===== config.mk =====
export PLATFORM = sky130hd
export DESIGN_NAME = sequence_reorder_window_unit
export DESIGN_NICKNAME = d
export VERILOG_FILES = /design/src/rtl/sqrw_pkg.sv /design/src/rtl/sequence_reorder_window_unit.sv /design/src/rtl/sqrw_dp.sv /design/src/rtl/sqrw_ctrl.sv
export SDC_FILE = /design/constraint.sdc
export NUM_CORES = 2
export LEC_CHECK = 0
export BUFFER_PORTS_ARGS = -buffer_cell sky130_fd_sc_hd__buf_2
export CAP_MARGIN = 20
export CORE_MARGIN = 2
export CORE_UTILIZATION = 33
export DETAILED_ROUTE_END_ITERATION = 12
export REMOVE_ABC_BUFFERS = 1
export SLEW_MARGIN = 20
export SYNTH_ARGS = -nofsm -noshare
export SYNTH_HDL_FRONTEND = slang
export SYNTH_HIERARCHICAL = 1
export SYNTH_SLANG_ARGS = --single-unit

===== constraint.sdc =====
create_clock -name clk -period 12.3 [get_ports clk]
set_input_delay 1.23 -clock clk [delete_from_list [all_inputs] [get_ports clk]]
set_output_delay 1.23 -clock clk [all_outputs]
set_load 0.05 [all_outputs]

===== src/rtl/sqrw_pkg.sv =====
// ============================================================================
// sqrw_pkg
// Shared types, register indexes, command/status bundles and serial-number
// arithmetic for the sequence reorder window.
// ============================================================================
package sqrw_pkg;

    // Input operation codes
    typedef enum logic [1:0] {
        OP_PUSH = 2'd0,
        OP_PULL = 2'd1,
        OP_PEEK = 2'd2,
        OP_DROP = 2'd3
    } op_t;

    // Result kinds
    typedef enum logic [1:0] {
        KIND_DONE    = 2'd0,
        KIND_DROP    = 2'd1,
        KIND_DELIVER = 2'd2,
        KIND_MISS    = 2'd3
    } kind_t;

    // Source of the sequence number and payload of an outgoing beat
    typedef enum logic [1:0] {
        SRC_NONE  = 2'd0,
        SRC_ITEM  = 2'd1,
        SRC_SLOT  = 2'd2,
        SRC_EVICT = 2'd3
    } src_t;

    // Configuration register indexes
    localparam logic [1:0] REG_SERIAL_WIDTH = 2'd0;
    localparam logic [1:0] REG_EVICT_OLDEST = 2'd1;
    localparam logic [1:0] REG_REPORT_DROPS = 2'd2;
    localparam logic [1:0] REG_START_SEQ    = 2'd3;

    typedef struct packed {
        op_t         operation;
        logic [31:0] seq_num;
        logic [5:0]  slot_offset;
        logic [31:0] payload;
    } in_item_t;

    typedef struct packed {
        kind_t       kind;
        logic [31:0] out_seq;
        logic [31:0] out_payload;
        logic [5:0]  fill;
        logic        last;
    } out_item_t;

    typedef enum logic [3:0] {
        ST_IDLE,
        ST_DECODE,
        ST_PUSH_REPORT,
        ST_OVERFLOW,
        ST_EVICT_SIM,
        ST_EXTEND_SIM,
        ST_EVICT_READ,
        ST_EVICT_OUT,
        ST_PUSH_COMMIT,
        ST_HIT_OUT,
        ST_TRIM,
        ST_DROP_OUT,
        ST_DONE,
        ST_MISS
    } ctrl_state_t;

    // Commands from the controller to the datapath
    typedef struct packed {
        logic  capture;      // latch the input item and window snapshot
        logic  decode;       // read the addressed slot, latch its number
        logic  fill_dec;     // working fill minus one (pull hit)
        logic  clear_slot;   // clear mark of the decoded slot
        logic  store;        // write the pushed item and set its mark
        logic  rebase;       // working begin takes the pushed number
        logic  ev_init;      // start the eviction count
        logic  ev_step;      // evict one slot from the working window
        logic  ext_init;     // start the extension count
        logic  ext_rebase;   // on ext_init, an empty window rebases
        logic  ext_step;     // extend the working window by one slot
        logic  ev_read;      // read the next evicted slot
        logic  ev_next;      // clear that slot and advance
        logic  trim_step;    // drop one trailing empty slot
        logic  commit_push;  // write back begin and fill, clear new slots
        logic  commit_pull;  // advance begin past the delivered head
        logic  commit_fill;  // write back fill
        logic  emit;         // load an output beat
        kind_t kind;
        src_t  src;
        logic  last;
    } cmd_t;

    // Status from the datapath to the controller
    typedef struct packed {
        logic out_free;
        op_t  op;
        logic inwin;
        logic dup;
        logic stale;
        logic past_end;
        logic window_empty;
        logic evict_oldest;
        logic report_drops;
        logic hit;
        logic drop_tail;
        logic ovf;
        logic ext_more;
        logic ev_any;
        logic ev_last;
        logic ev_present;
        logic trim_more;
    } status_t;

    function automatic logic [31:0] ser_mask(input logic mode);
        return mode ? 32'hFFFF_FFFF : 32'h0000_FFFF;
    endfunction

    function automatic logic [31:0] ser_add(input logic [31:0] a, input logic [31:0] b,
                                            input logic mode);
        return (a + b) & ser_mask(mode);
    endfunction

    function automatic logic ser_lt(input logic [31:0] a, input logic [31:0] b,
                                    input logic mode);
        logic [31:0] m;
        logic [31:0] half;
        logic [31:0] am;
        logic [31:0] bm;
        m    = ser_mask(mode);
        half = mode ? 32'h8000_0000 : 32'h0000_8000;
        am   = a & m;
        bm   = b & m;
        return ((am < bm) && ((bm - am) < half)) || ((am > bm) && ((am - bm) > half));
    endfunction

    function automatic logic ser_ge(input logic [31:0] a, input logic [31:0] b,
                                    input logic mode);
        return ((a & ser_mask(mode)) == (b & ser_mask(mode))) || ser_lt(b, a, mode);
    endfunction

endpackage


===== src/rtl/sequence_reorder_window_unit.sv =====
// ============================================================================
// sequence_reorder_window_unit
// Items are handled one at a time: a new item is accepted only after the last
// one's final result beat has loaded. Pushes may extend the window or evict the
// oldest slots; evicted slots are walked through the single read port, and a
// drop at the tail trims trailing empty slots. A stalled beat holds the item.
// Reset clears marks, fill, start and configuration; slot data is unset.
// ============================================================================
module sequence_reorder_window_unit #(
    parameter int DEPTH_LOG2   = 5,
    parameter int PAYLOAD_BITS = 32
) (
    input  logic                 clk,
    input  logic                 rst_n,
    input  logic                 in_valid,
    output logic                 in_ready,
    input  sqrw_pkg::in_item_t   in_data,
    output logic                 out_valid,
    input  logic                 out_ready,
    output sqrw_pkg::out_item_t  out_data,
    input  logic                 cfg_valid,
    output logic                 cfg_ready,
    input  logic [1:0]           cfg_index,
    input  logic [31:0]          cfg_data
);
    import sqrw_pkg::*;

    cmd_t    cmd;
    status_t st;

    // Configuration writes are always taken
    assign cfg_ready = 1'b1;

    sqrw_ctrl u_ctrl (
        .clk      (clk),
        .rst_n    (rst_n),
        .in_valid (in_valid),
        .in_ready (in_ready),
        .cmd      (cmd),
        .st       (st)
    );

    sqrw_dp #(
        .DEPTH_LOG2   (DEPTH_LOG2),
        .PAYLOAD_BITS (PAYLOAD_BITS)
    ) u_dp (
        .clk       (clk),
        .rst_n     (rst_n),
        .in_data   (in_data),
        .cfg_valid (cfg_valid),
        .cfg_index (cfg_index),
        .cfg_data  (cfg_data),
        .out_ready (out_ready),
        .out_valid (out_valid),
        .out_data  (out_data),
        .cmd       (cmd),
        .st        (st)
    );

endmodule


===== src/rtl/sqrw_dp.sv =====
// ============================================================================
// sqrw_dp
// Reorder window datapath: configuration, slot marks, slot memory, working
// window registers, serial compares and the output beat register.
// ============================================================================
module sqrw_dp #(
    parameter int DEPTH_LOG2   = 5,
    parameter int PAYLOAD_BITS = 32
) (
    input  logic                 clk,
    input  logic                 rst_n,
    input  sqrw_pkg::in_item_t   in_data,
    input  logic                 cfg_valid,
    input  logic [1:0]           cfg_index,
    input  logic [31:0]          cfg_data,
    input  logic                 out_ready,
    output logic                 out_valid,
    output sqrw_pkg::out_item_t  out_data,
    input  sqrw_pkg::cmd_t       cmd,
    output sqrw_pkg::status_t    st
);
    import sqrw_pkg::*;

    localparam int SLOTS   = 1 << DEPTH_LOG2;
    localparam int IDX_W   = DEPTH_LOG2;
    localparam int CNT_W   = DEPTH_LOG2 + 1;
    localparam int STORE_W = (PAYLOAD_BITS < 32) ? PAYLOAD_BITS : 32;
    localparam logic [CNT_W-1:0] SLOTS_C = CNT_W'(SLOTS);
    localparam logic [31:0]      SLOTS_W = 32'(SLOTS);

    // Configuration and window state
    logic                 mode_reg;
    logic                 evict_reg;
    logic                 report_reg;
    logic [31:0]          start_reg;
    logic [CNT_W-1:0]     fill_reg;
    logic [SLOTS-1:0]     present_reg;
    logic [SLOTS-1:0]     present_next;
    logic [STORE_W-1:0]   mem [SLOTS];
    logic [STORE_W-1:0]   rdata_reg;

    // Working registers of one item
    op_t                  op_reg;
    logic [31:0]          s_reg;
    logic [5:0]           off_reg;
    logic [STORE_W-1:0]   pay_reg;
    logic [31:0]          wb_reg;
    logic [CNT_W-1:0]     wf_reg;
    logic [31:0]          ob_reg;
    logic [CNT_W-1:0]     ev_cnt_reg;
    logic [IDX_W-1:0]     k_reg;
    logic [31:0]          ext_end_reg;
    logic [IDX_W-1:0]     ext_start_reg;
    logic [CNT_W-1:0]     ext_cnt_reg;
    logic [31:0]          cur_seq_reg;

    logic                 out_valid_reg;
    out_item_t            out_reg;

    logic                 cfg_start;
    logic [31:0]          s1;
    logic [31:0]          end_w;
    logic [31:0]          cap_end;
    logic [31:0]          dec_seq;
    logic [IDX_W-1:0]     dec_idx;
    logic [IDX_W-1:0]     s_idx;
    logic [31:0]          ev_seq;
    logic [IDX_W-1:0]     ev_idx;
    logic [IDX_W-1:0]     cur_idx;
    logic [IDX_W-1:0]     trim_idx;
    logic [SLOTS-1:0]     ext_mask;
    logic [31:0]          nb;
    logic                 out_free;
    out_item_t            beat;

    assign cfg_start = cfg_valid && (cfg_index == REG_START_SEQ);

    // Serial arithmetic on the working window
    assign s1        = ser_add(s_reg, 32'd1, mode_reg);
    assign end_w     = ser_add(wb_reg, 32'(wf_reg), mode_reg);
    assign cap_end   = ser_add(wb_reg, SLOTS_W, mode_reg);
    assign dec_seq   = (op_reg == OP_PULL) ? wb_reg
                                           : ser_add(wb_reg, 32'(off_reg), mode_reg);
    assign dec_idx   = dec_seq[IDX_W-1:0];
    assign s_idx     = s_reg[IDX_W-1:0];
    assign ev_seq    = ser_add(ob_reg, 32'(k_reg), mode_reg);
    assign ev_idx    = ev_seq[IDX_W-1:0];
    assign cur_idx   = cur_seq_reg[IDX_W-1:0];
    assign trim_idx  = wb_reg[IDX_W-1:0] + wf_reg[IDX_W-1:0] - IDX_W'(1);
    assign nb        = (cmd.ext_rebase && (wf_reg == '0)) ? s_reg : wb_reg;
    assign out_free  = !out_valid_reg || out_ready;

    // Mark the slots opened by the extension
    always_comb
    begin
        logic [IDX_W-1:0] span;
        for (int i = 0; i < SLOTS; i++)
        begin
            span        = IDX_W'(i) - ext_start_reg;
            ext_mask[i] = CNT_W'(span) < ext_cnt_reg;
        end
    end

    // Status toward the controller
    always_comb
    begin
        st              = '0;
        st.out_free     = out_free;
        st.op           = op_reg;
        st.inwin        = ser_ge(s_reg, wb_reg, mode_reg) && ser_lt(s_reg, end_w, mode_reg);
        st.dup          = present_reg[s_idx];
        st.stale        = ser_lt(s_reg, wb_reg, mode_reg);
        st.past_end     = ser_ge(s_reg, end_w, mode_reg);
        st.window_empty = (wf_reg == '0);
        st.evict_oldest = evict_reg;
        st.report_drops = report_reg;
        if (op_reg == OP_PULL)
        begin
            st.hit = (wf_reg != '0) && present_reg[dec_idx];
        end
        else
        begin
            st.hit = (off_reg < 6'(wf_reg)) && present_reg[dec_idx];
        end
        st.drop_tail    = (off_reg == (6'(wf_reg) - 6'd1));
        st.ovf          = ser_lt(cap_end, s1, mode_reg);
        st.ext_more     = (wf_reg != SLOTS_C) && ser_lt(ext_end_reg, s1, mode_reg);
        st.ev_any       = (ev_cnt_reg != '0);
        st.ev_last      = ((CNT_W'(k_reg) + CNT_W'(1)) == ev_cnt_reg);
        st.ev_present   = present_reg[ev_idx];
        st.trim_more    = (wf_reg != '0) && !present_reg[trim_idx];
    end

    // Next slot marks
    always_comb
    begin
        present_next = present_reg;
        if (cfg_start)
        begin
            present_next = '0;
        end
        else
        begin
            if (cmd.clear_slot)
            begin
                present_next[dec_idx] = 1'b0;
            end
            if (cmd.ev_next)
            begin
                present_next[ev_idx] = 1'b0;
            end
            if (cmd.commit_pull)
            begin
                present_next[cur_idx] = 1'b0;
            end
            if (cmd.commit_push)
            begin
                present_next = present_next & ~ext_mask;
            end
            if (cmd.store)
            begin
                present_next[s_idx] = 1'b1;
            end
        end
    end

    // Configuration, window state and slot marks
    always_ff @(posedge clk or negedge rst_n)
    begin
        if (!rst_n)
        begin
            mode_reg    <= 1'b0;
            evict_reg   <= 1'b0;
            report_reg  <= 1'b0;
            start_reg   <= '0;
            fill_reg    <= '0;
            present_reg <= '0;
        end
        else
        begin
            present_reg <= present_next;
            if (cfg_valid)
            begin
                case (cfg_index)
                    REG_SERIAL_WIDTH: mode_reg   <= cfg_data[0];
                    REG_EVICT_OLDEST: evict_reg  <= cfg_data[0];
                    REG_REPORT_DROPS: report_reg <= cfg_data[0];
                    REG_START_SEQ:
                    begin
                        start_reg <= cfg_data;
                        fill_reg  <= '0;
                    end
                    default: ;
                endcase
            end
            else if (cmd.commit_push)
            begin
                start_reg <= wb_reg;
                fill_reg  <= wf_reg;
            end
            else if (cmd.commit_pull)
            begin
                start_reg <= ser_add(cur_seq_reg, 32'd1, mode_reg);
                fill_reg  <= wf_reg;
            end
            else if (cmd.commit_fill)
            begin
                fill_reg <= wf_reg;
            end
        end
    end

    // Working registers of the item in flight
    always_ff @(posedge clk or negedge rst_n)
    begin
        if (!rst_n)
        begin
            op_reg        <= OP_PUSH;
            s_reg         <= '0;
            off_reg       <= '0;
            pay_reg       <= '0;
            wb_reg        <= '0;
            wf_reg        <= '0;
            ob_reg        <= '0;
            ev_cnt_reg    <= '0;
            k_reg         <= '0;
            ext_end_reg   <= '0;
            ext_start_reg <= '0;
            ext_cnt_reg   <= '0;
            cur_seq_reg   <= '0;
        end
        else
        begin
            if (cmd.capture)
            begin
                op_reg     <= in_data.operation;
                s_reg      <= in_data.seq_num & ser_mask(mode_reg);
                off_reg    <= in_data.slot_offset;
                pay_reg    <= in_data.payload[STORE_W-1:0];
                wb_reg     <= start_reg & ser_mask(mode_reg);
                wf_reg     <= fill_reg;
                ev_cnt_reg <= '0;
            end
            if (cmd.decode)
            begin
                cur_seq_reg <= dec_seq;
            end
            if (cmd.fill_dec || cmd.trim_step)
            begin
                wf_reg <= wf_reg - CNT_W'(1);
            end
            if (cmd.rebase)
            begin
                wb_reg <= s_reg;
            end
            // Evict: begin advances, fill shrinks
            if (cmd.ev_init)
            begin
                ob_reg     <= wb_reg;
                ev_cnt_reg <= '0;
                k_reg      <= '0;
            end
            if (cmd.ev_step)
            begin
                wb_reg     <= ser_add(wb_reg, 32'd1, mode_reg);
                wf_reg     <= wf_reg - CNT_W'(1);
                ev_cnt_reg <= ev_cnt_reg + CNT_W'(1);
            end
            // Extend: end advances, fill grows
            if (cmd.ext_init)
            begin
                wb_reg        <= nb;
                ext_end_reg   <= ser_add(nb, 32'(wf_reg), mode_reg);
                ext_start_reg <= nb[IDX_W-1:0] + wf_reg[IDX_W-1:0];
                ext_cnt_reg   <= '0;
            end
            if (cmd.ext_step)
            begin
                ext_end_reg <= ser_add(ext_end_reg, 32'd1, mode_reg);
                wf_reg      <= wf_reg + CNT_W'(1);
                ext_cnt_reg <= ext_cnt_reg + CNT_W'(1);
            end
            if (cmd.ev_next)
            begin
                k_reg <= k_reg + IDX_W'(1);
            end
        end
    end

    // Slot memory: one write port, one registered read port
    always_ff @(posedge clk)
    begin
        if (cmd.store)
        begin
            mem[s_idx] <= pay_reg;
        end
        if (cmd.decode || cmd.ev_read)
        begin
            rdata_reg <= mem[cmd.ev_read ? ev_idx : dec_idx];
        end
    end

    // Assemble the outgoing beat
    always_comb
    begin
        beat      = '0;
        beat.kind = cmd.kind;
        beat.fill = 6'(wf_reg);
        beat.last = cmd.last;
        case (cmd.src)
            SRC_ITEM:
            begin
                beat.out_seq     = s_reg;
                beat.out_payload = 32'(pay_reg);
            end
            SRC_SLOT:
            begin
                beat.out_seq     = cur_seq_reg;
                beat.out_payload = 32'(rdata_reg);
            end
            SRC_EVICT:
            begin
                beat.out_seq     = ev_seq;
                beat.out_payload = 32'(rdata_reg);
            end
            default: ;
        endcase
    end

    // Output register: load when empty or being drained
    always_ff @(posedge clk or negedge rst_n)
    begin
        if (!rst_n)
        begin
            out_valid_reg <= 1'b0;
        end
        else if (cmd.emit && out_free)
        begin
            out_valid_reg <= 1'b1;
        end
        else if (out_ready)
        begin
            out_valid_reg <= 1'b0;
        end
    end

    always_ff @(posedge clk)
    begin
        if (cmd.emit && out_free)
        begin
            out_reg <= beat;
        end
    end

    assign out_valid = out_valid_reg;
    assign out_data  = out_reg;

    // Window never spans more than the slot count
    a_fill_range: assert property (@(posedge clk) disable iff (!rst_n)
        fill_reg <= SLOTS_C)
        else $error("window fill beyond capacity");

    // An empty window holds no marked slot
    a_empty_clean: assert property (@(posedge clk) disable iff (!rst_n)
        (fill_reg == '0) |-> (present_reg == '0))
        else $error("marked slot outside an empty window");

    // Eviction walk stays within the counted slots
    a_evict_walk: assert property (@(posedge clk) disable iff (!rst_n)
        cmd.ev_next |-> (CNT_W'(k_reg) < ev_cnt_reg))
        else $error("eviction walk past its count");

endmodule


===== src/rtl/sqrw_ctrl.sv =====
// ============================================================================
// sqrw_ctrl
// Reorder window controller: sequences decode, eviction and extension
// counting, eviction reports, trimming and result beats.
// ============================================================================
module sqrw_ctrl (
    input  logic               clk,
    input  logic               rst_n,
    input  logic               in_valid,
    output logic               in_ready,
    output sqrw_pkg::cmd_t     cmd,
    input  sqrw_pkg::status_t  st
);
    import sqrw_pkg::*;

    ctrl_state_t state_reg;
    ctrl_state_t state_next;

    // State register
    always_ff @(posedge clk or negedge rst_n)
    begin
        if (!rst_n)
        begin
            state_reg <= ST_IDLE;
        end
        else
        begin
            state_reg <= state_next;
        end
    end

    // Next state and commands
    always_comb
    begin
        state_next = state_reg;
        cmd        = '0;
        in_ready   = 1'b0;
        case (state_reg)
            ST_IDLE:
            begin
                in_ready    = 1'b1;
                cmd.capture = in_valid;
                if (in_valid)
                begin
                    state_next = ST_DECODE;
                end
            end

            ST_DECODE:
            begin
                cmd.decode = 1'b1;
                if (st.op == OP_PUSH)
                begin
                    if (st.inwin)
                    begin
                        if (st.dup)
                        begin
                            state_next = ST_PUSH_REPORT;
                        end
                        else
                        begin
                            // Store in place and finish
                            cmd.store       = 1'b1;
                            cmd.emit        = st.out_free;
                            cmd.kind        = KIND_DONE;
                            cmd.last        = 1'b1;
                            cmd.commit_fill = st.out_free;
                            state_next      = st.out_free ? ST_IDLE : ST_DONE;
                        end
                    end
                    else if (st.stale)
                    begin
                        state_next = ST_PUSH_REPORT;
                    end
                    else if (!st.past_end)
                    begin
                        if (st.window_empty && st.evict_oldest)
                        begin
                            cmd.rebase = 1'b1;
                            state_next = ST_OVERFLOW;
                        end
                        else
                        begin
                            state_next = ST_PUSH_REPORT;
                        end
                    end
                    else
                    begin
                        state_next = ST_OVERFLOW;
                    end
                end
                else if (st.hit)
                begin
                    case (st.op)
                        OP_PULL:
                        begin
                            cmd.fill_dec = 1'b1;
                            state_next   = ST_HIT_OUT;
                        end
                        OP_PEEK:
                        begin
                            state_next = ST_HIT_OUT;
                        end
                        default:
                        begin
                            cmd.clear_slot = 1'b1;
                            state_next     = st.drop_tail ? ST_TRIM : ST_DROP_OUT;
                        end
                    endcase
                end
                else
                begin
                    cmd.emit   = st.out_free;
                    cmd.kind   = KIND_MISS;
                    cmd.last   = 1'b1;
                    state_next = st.out_free ? ST_IDLE : ST_MISS;
                end
            end

            ST_PUSH_REPORT:
            begin
                if (st.report_drops)
                begin
                    cmd.emit = 1'b1;
                    cmd.kind = KIND_DROP;
                    cmd.src  = SRC_ITEM;
                    if (st.out_free)
                    begin
                        state_next = ST_DONE;
                    end
                end
                else
                begin
                    state_next = ST_DONE;
                end
            end

            ST_OVERFLOW:
            begin
                if (st.ovf && !st.evict_oldest)
                begin
                    state_next = ST_PUSH_REPORT;
                end
                else if (st.ovf)
                begin
                    cmd.ev_init = 1'b1;
                    state_next  = ST_EVICT_SIM;
                end
                else
                begin
                    cmd.ext_init = 1'b1;
                    state_next   = ST_EXTEND_SIM;
                end
            end

            // Count the oldest slots to evict
            ST_EVICT_SIM:
            begin
                if (st.ovf && !st.window_empty)
                begin
                    cmd.ev_step = 1'b1;
                end
                else
                begin
                    cmd.ext_init   = 1'b1;
                    cmd.ext_rebase = 1'b1;
                    state_next     = ST_EXTEND_SIM;
                end
            end

            // Count the slots the window grows by
            ST_EXTEND_SIM:
            begin
                if (st.ext_more)
                begin
                    cmd.ext_step = 1'b1;
                end
                else
                begin
                    state_next = st.ev_any ? ST_EVICT_READ : ST_PUSH_COMMIT;
                end
            end

            ST_EVICT_READ:
            begin
                cmd.ev_read = 1'b1;
                state_next  = ST_EVICT_OUT;
            end

            // Report a present evicted slot when drops are reported, then clear it
            ST_EVICT_OUT:
            begin
                if (st.ev_present && st.report_drops)
                begin
                    cmd.emit    = 1'b1;
                    cmd.kind    = KIND_DROP;
                    cmd.src     = SRC_EVICT;
                    cmd.ev_next = st.out_free;
                    if (st.out_free)
                    begin
                        state_next = st.ev_last ? ST_PUSH_COMMIT : ST_EVICT_READ;
                    end
                end
                else
                begin
                    cmd.ev_next = 1'b1;
                    state_next  = st.ev_last ? ST_PUSH_COMMIT : ST_EVICT_READ;
                end
            end

            ST_PUSH_COMMIT:
            begin
                cmd.commit_push = 1'b1;
                cmd.store       = 1'b1;
                state_next      = ST_DONE;
            end

            ST_HIT_OUT:
            begin
                cmd.emit = 1'b1;
                cmd.kind = KIND_DELIVER;
                cmd.src  = SRC_SLOT;
                cmd.last = 1'b1;
                if (st.out_free)
                begin
                    cmd.commit_pull = (st.op == OP_PULL);
                    state_next      = ST_IDLE;
                end
            end

            // Drop trailing empty slots
            ST_TRIM:
            begin
                if (st.trim_more)
                begin
                    cmd.trim_step = 1'b1;
                end
                else
                begin
                    state_next = ST_DROP_OUT;
                end
            end

            ST_DROP_OUT:
            begin
                if (st.report_drops)
                begin
                    cmd.emit = 1'b1;
                    cmd.kind = KIND_DROP;
                    cmd.src  = SRC_SLOT;
                    if (st.out_free)
                    begin
                        state_next = ST_DONE;
                    end
                end
                else
                begin
                    state_next = ST_DONE;
                end
            end

            ST_DONE:
            begin
                cmd.emit = 1'b1;
                cmd.kind = KIND_DONE;
                cmd.last = 1'b1;
                if (st.out_free)
                begin
                    cmd.commit_fill = 1'b1;
                    state_next      = ST_IDLE;
                end
            end

            ST_MISS:
            begin
                cmd.emit = 1'b1;
                cmd.kind = KIND_MISS;
                cmd.last = 1'b1;
                if (st.out_free)
                begin
                    state_next = ST_IDLE;
                end
            end

            default:
            begin
                state_next = ST_IDLE;
            end
        endcase
    end

    // A beat that cannot load holds the controller in place
    a_emit_hold: assert property (@(posedge clk) disable iff (!rst_n)
        (cmd.emit && !st.out_free) |=> $stable(state_reg))
        else $error("controller moved past an unloaded beat");

    // An accepted item is decoded next
    a_capture_decode: assert property (@(posedge clk) disable iff (!rst_n)
        cmd.capture |=> (state_reg == ST_DECODE))
        else $error("accepted item not decoded");

    // Window commits never coincide
    a_single_commit: assert property (@(posedge clk) disable iff (!rst_n)
        !(cmd.commit_push && cmd.commit_pull))
        else $error("two window commits in one cycle");

endmodule

======== Yosys cells after proc, flatten, opt, wreduce, memory -nomap -nowiden ========
Memories as Yosys holds them, arrays and structs flattened. A register that Yosys moved wholly into a read port is not among the register bits.
Cells that the tools add are included.
word-level totals
  register bits after elaboration ......... 379
  RAM bits ................................ 1024
  output and inout port bits .............. 76
  memories ................................ 1
memory list
  memory    words  width  rd ports  clocked after Yosys merged registers in  write ports  line           text
  u_dp.mem  32     32     1         1                                        1            sqrw_dp.sv:39  logic [STORE_W-1:0] mem [SLOTS];
cells by class
  add/subtract/negate cells ............... 58
  magnitude comparators ................... 66
  equality and inequality tests ........... 34
  muxes and demuxes ....................... 139
  bitwise operators ....................... 26
  reductions and logical operators ........ 66
operators by type and width
  cell                   number
  $mux 32                24
  $and 32x32->32         21
  $gt 32x32->1           12
  $lt 32x32->1           12
  $sub 32x32->32         8
  $lt 5x6->1             32
  $pmux 64 s3            1
  $add 32x1->32 const B  4
  $not 32->32            4
  $add 32x6->32          3
  $mux 4                 21
  $mux 6                 14
  $sub 5x5->5 const A    16
  $eq 32x32->1           2
  $mux 1                 50
  $pmux 4 s11            1
  $sub 4x5->5 const A    8
  $add 32x5->32          1
  $add 32x6->32 const B  1
  $or 32x32->32          1
  $lt 5x6->1 const B     5
  $mux 5                 6
  $logic_and 1x1->1      28
  $eq 4x4->1 const B     6
  other kinds (42)       108

======== Longest topological paths before layout ========
  word-level depth ........................ 24
  depth in mapped cells ................... 47
  depth with buffers taken out ............ 44

======== By module ========
Netlist, hierarchy kept.
by module, submodules not included
  module                        instances  cells an instance  area each (µm²)  sequential area each (µm²)
  sqrw_dp                       1          7464               82769.4          41459.8
  sqrw_ctrl                     1          131                869.6            100.1
  sequence_reorder_window_unit  1          2                  11.3             0.0

======== Worst setup path before layout ========
No wires, ideal clock.
  kind .................................... flip-flop to flip-flop
  start point ............................. register u_dp.wb_reg[7]
  end point ............................... register u_dp.ext_end_reg[16]
  arrival ................................. 8.830 ns
  data required time ...................... 12.179 ns
  setup slack ............................. 3.349 ns
  stages on the path, launching flop included .. 44
  buffers on the path ..................... 4
  clock period less this slack ............ 8.951 ns
  cells stage by stage .................... dfrtp_1 clkbuf_1 nand4_1 nor3_1 nand2_1 nor2_1 nand3_1 xor2_1 nand2b_1 ha_1 clkbuf_1 nand2_1 o31ai_1 a22oi_1 o21ai_0 a21oi_1 o21ai_0 xor2_1 [8 not listed] and3_1 nor2b_1 and2_1 clkbuf_1 clkbuf_1 o21ai_0 ha_1 fa_1 a21o_1 a21oi_1 o21bai_1 a21oi_1 nor3_1 nand3_1 xor2_1 nand2_1 a32o_1 a22o_1
RTL lines
  element                   line            text
  start: declaration        sqrw_dp.sv:47   logic [31:0] wb_reg;
  start signal: assignment  sqrw_dp.sv:240  wb_reg <= start_reg & ser_mask(mode_reg);
  start signal: assignment  sqrw_dp.sv:254  wb_reg <= s_reg;
  start signal: assignment  sqrw_dp.sv:265  wb_reg <= ser_add(wb_reg, 32'd1, mode_reg);
  end signal: assignment    sqrw_dp.sv:273  ext_end_reg <= ser_add(nb, 32'(wf_reg), mode_reg);
  end signal: assignment    sqrw_dp.sv:279  ext_end_reg <= ser_add(ext_end_reg, 32'd1, mode_reg);
  end: declaration          sqrw_dp.sv:52   logic [31:0] ext_end_reg;

==> summary.md <==
| Metric | Value |
|---|---|
| Post-CTS setup buffers | 0 |
| Drt wl/cell | 27.8 um |
| Setup CP Type | flop to flop |
| Routed Antenna Nets | 0 |
| Final Hold Viols | 0 |
| Area after DPL | 0.0890 mm^2 |
| Maximum number of pins on one net before global-route repair | 153 |
| CTS max path bufs | 3 |
| DRT Pass-1 Iters | 8 |
| Share of layout cells above drive strength 1 | 0.142 |
| DRC viols | 0 |
| DP Worst Slack | 1.27 ns |
| Achievable frequency | 86.9 MHz |
| Outcome | finished, final reports clean |
| Mux cell area share after synthesis | 0.0940 |
| Hold_ws | 0.302 ns |
| Slew Limit Fails | 0 |
| CP Capture Type | flop |
| Worst path slowest cell | nor3_1 |
| IO Pins | 187 |
| Synth Flop Type | edfxtp_1 |
| First-pass GRT wire length | 449000 um |
| Tmin final | 11.51 ns |
| EDFF count, synth | 1129 |
| Synth Area in Compound Gates | 0.138 |
| Finished Cell Area | 0.0944 mm^2 |
| Final core utilization | 0.375 |
| Total die area | 0.258 mm^2 |
| Clk_skew | 0.0814 ns |
| Synthesized flop and latch total | 1435 |
| Total Routed Length | 310000 um |
| Max incr delay on CP | 0.80 ns |
| Most used cell along the critical path | buf_4 |
| Internal reg-to-reg setup slack | 0.79 ns |
| XOR/XNOR share of the synthesized area | 0.0427 |
| RSZ-0062 raised after global routing | no |
| Arr. time, crit path | 12.18 ns |
| Max FFs per register | 1024 |
| H-tree depth | 4 |
| Max Cap Violations | 0 |
| Ys async rst share | 0.213 |
| Slew headroom | 0.196 |
| CP Max Fanout | 25 |
| Hold buffers post-CTS | 0 |
| Count of cell types in the netlist | 112 |
| Mapped Avg Cell Area | 11.0 um^2 |
| Register-to-Register Path Depth | 42 |
| Final setup margin | 0.794 ns |
| Initial antenna violation count | 16 |
| Warnings, synthesis | 6 |
| Syn Std Cell Area | 0.0837 mm^2 |
| Vias/cell | 5.87 |
| Post-CTS resize count | 0 |
| # rows | 184 |
| Starting Density | 0.332 |
| CORE AREA | 0.252 mm^2 |
| Sequential fraction of the synthesis area | 0.497 |
| GRT Total Usage | 0.234 |
| Root buf cell | clkbuf_16 |
| Clk Latency, worst-skew pair | 0.83 ns |
| CTS tree | built |
| Global placement routability congestion | 1.00 |
| PortBufs | 185 |
| Tightest Hold Check Type | input pin to asynchronous set/reset pin |
| Largest family of logic cells by synthesized area | compound AO/OA/AOI/OAI gates |
| Final Cycle Share | 0.935 |
| Clk pin slew, worst setup/hold paths | 0.07 ns |
| Gr ovfl total | 0 |
| Critical path launch point type | flop |
| Crit path required time | 12.97 ns |
| Post-DP HPWL | 225000 um |
| Largest Register | u_dp/mem |
| Worst-margin pin slew | 1.20 ns |
| Synth Area in Simple Gates | 0.129 |
| # setup viols final | 0 |
| # clock sinks | 1435 |
| Synth Area in Adders | 0.0615 |
| CTS Buf Count | 150 |
| Area Overhead vs Synth | 12.9% |
| Initial DRC count | 8954 |
| Die Y | 507 um |
| Vias in the first global route | 63300 |
| Fin nets | 8162 |
| Die X-Extent | 507 um |
| Post-Syn Instances | 7597 |
| Routed via count | 65300 |
## cells in the final DEF (no fill, tap or decap), types with 84 or more instances in the layout
master / Yosys / layout
a21o_1: 127 / 127
a21oi_1: 522 / 522
buf_2: 37 / 183
buf_4: 7 / 139
clkbuf_16: 0 / 151
dfrtp_1: 306 / 290
edfxtp_1: 1129 / 1129
ha_1: 395 / 395
inv_1: 334 / 333
mux2_2: 90 / 89
mux4_2: 282 / 282
nand2_1: 864 / 863
nand2b_1: 84 / 84
nand3_1: 293 / 293
nand4_1: 100 / 100
nor2_1: 483 / 445
nor3_1: 127 / 126
o21ai_0: 456 / 456
xnor2_1: 270 / 270
xor2_1: 138 / 138
## kinds of logic after synthesis
family	Yosys count
flip-flops	1435
multiplexers	422
AND/OR/NAND/NOR	2308
buffers and inverters	802
AO/OA/AOI/OAI	1816
other	1
XOR/XNOR	408
adder cells (fa/ha/maj)	405
## final timing paths
kind | startpoint | endpoint
worst min-delay path | rst_n | u_dp/pay_reg[24]$_DFFE_PN0P_
worst max-delay path | u_dp/s_reg[3]$_DFFE_PN0P_ | u_dp/ext_end_reg[29]$_DFFE_PN0P_
max in group asynchronous | rst_n | u_dp/cur_seq_reg[22]$_DFFE_PN0P_
min in group clk | u_dp/start_reg[19]$_DFFE_PN0P_ | u_dp/start_reg[19]$_DFFE_PN0P_
worst max register to register | u_dp/s_reg[3]$_DFFE_PN0P_ | u_dp/ext_end_reg[29]$_DFFE_PN0P_
worst min register to register | u_dp/start_reg[19]$_DFFE_PN0P_ | u_dp/start_reg[19]$_DFFE_PN0P_
## cells in the mapped netlist (100+ instances only)
cell	n	share of area
inv_1	334	0.015
edfxtp_1	1129	0.41
a21o_1	127	0.011
xor2_1	138	0.014
dfrtp_1	306	0.092
mux4_2	282	0.076
nor3_1	127	0.0076
a21oi_1	522	0.031
nor2_1	483	0.022
nand2_1	864	0.039
nand3_1	293	0.018
ha_1	395	0.059
xnor2_1	270	0.028
o21ai_0	456	0.027
nand4_1	100	0.0075
clkbuf_1	330	0.015
## critical path: cells and delay by family (launching register included)
family                   cells  cell delay [ns]
XOR/XNOR                     3             0.49
AND/OR/NAND/NOR             18             5.43
AO/OA/AOI/OAI               11             2.44
flip-flops                   1             0.35
adder cells (fa/ha/maj)      3             1.27
buffers and inverters        7             1.38
## metal layers
metal | share of wire | GRT usage
met5 | 0.00011 | 0
met4 | 0.044 | 0.0899
met3 | 0.088 | 0.0413
met2 | 0.45 | 0.368
met1 | 0.42 | 0.322
## area by class of cell
cell class	count	area, um^2
fill	24300	157000
clock buffer	181	4000
multi-input combinational	5360	39300
tap	3348	4190
inverter	346	1300
timing repair buffer	353	2610
clock inverter	95	1370
antenna	4	10.0
sequential	1435	41600
## through the flow
stage | instances | setup TNS [ns]
final | 11100 | 0
after global routing | 11100 | 0
after CTS | 11100 | 0
after detailed placement | 10800 | 0
after global placement | 10800 | 0
after floorplan | 7141 | -484.18
Power is left out: the tool's default activity adds up to more than one toggle a clock period on the data nets, which glitch-free logic cannot reach.
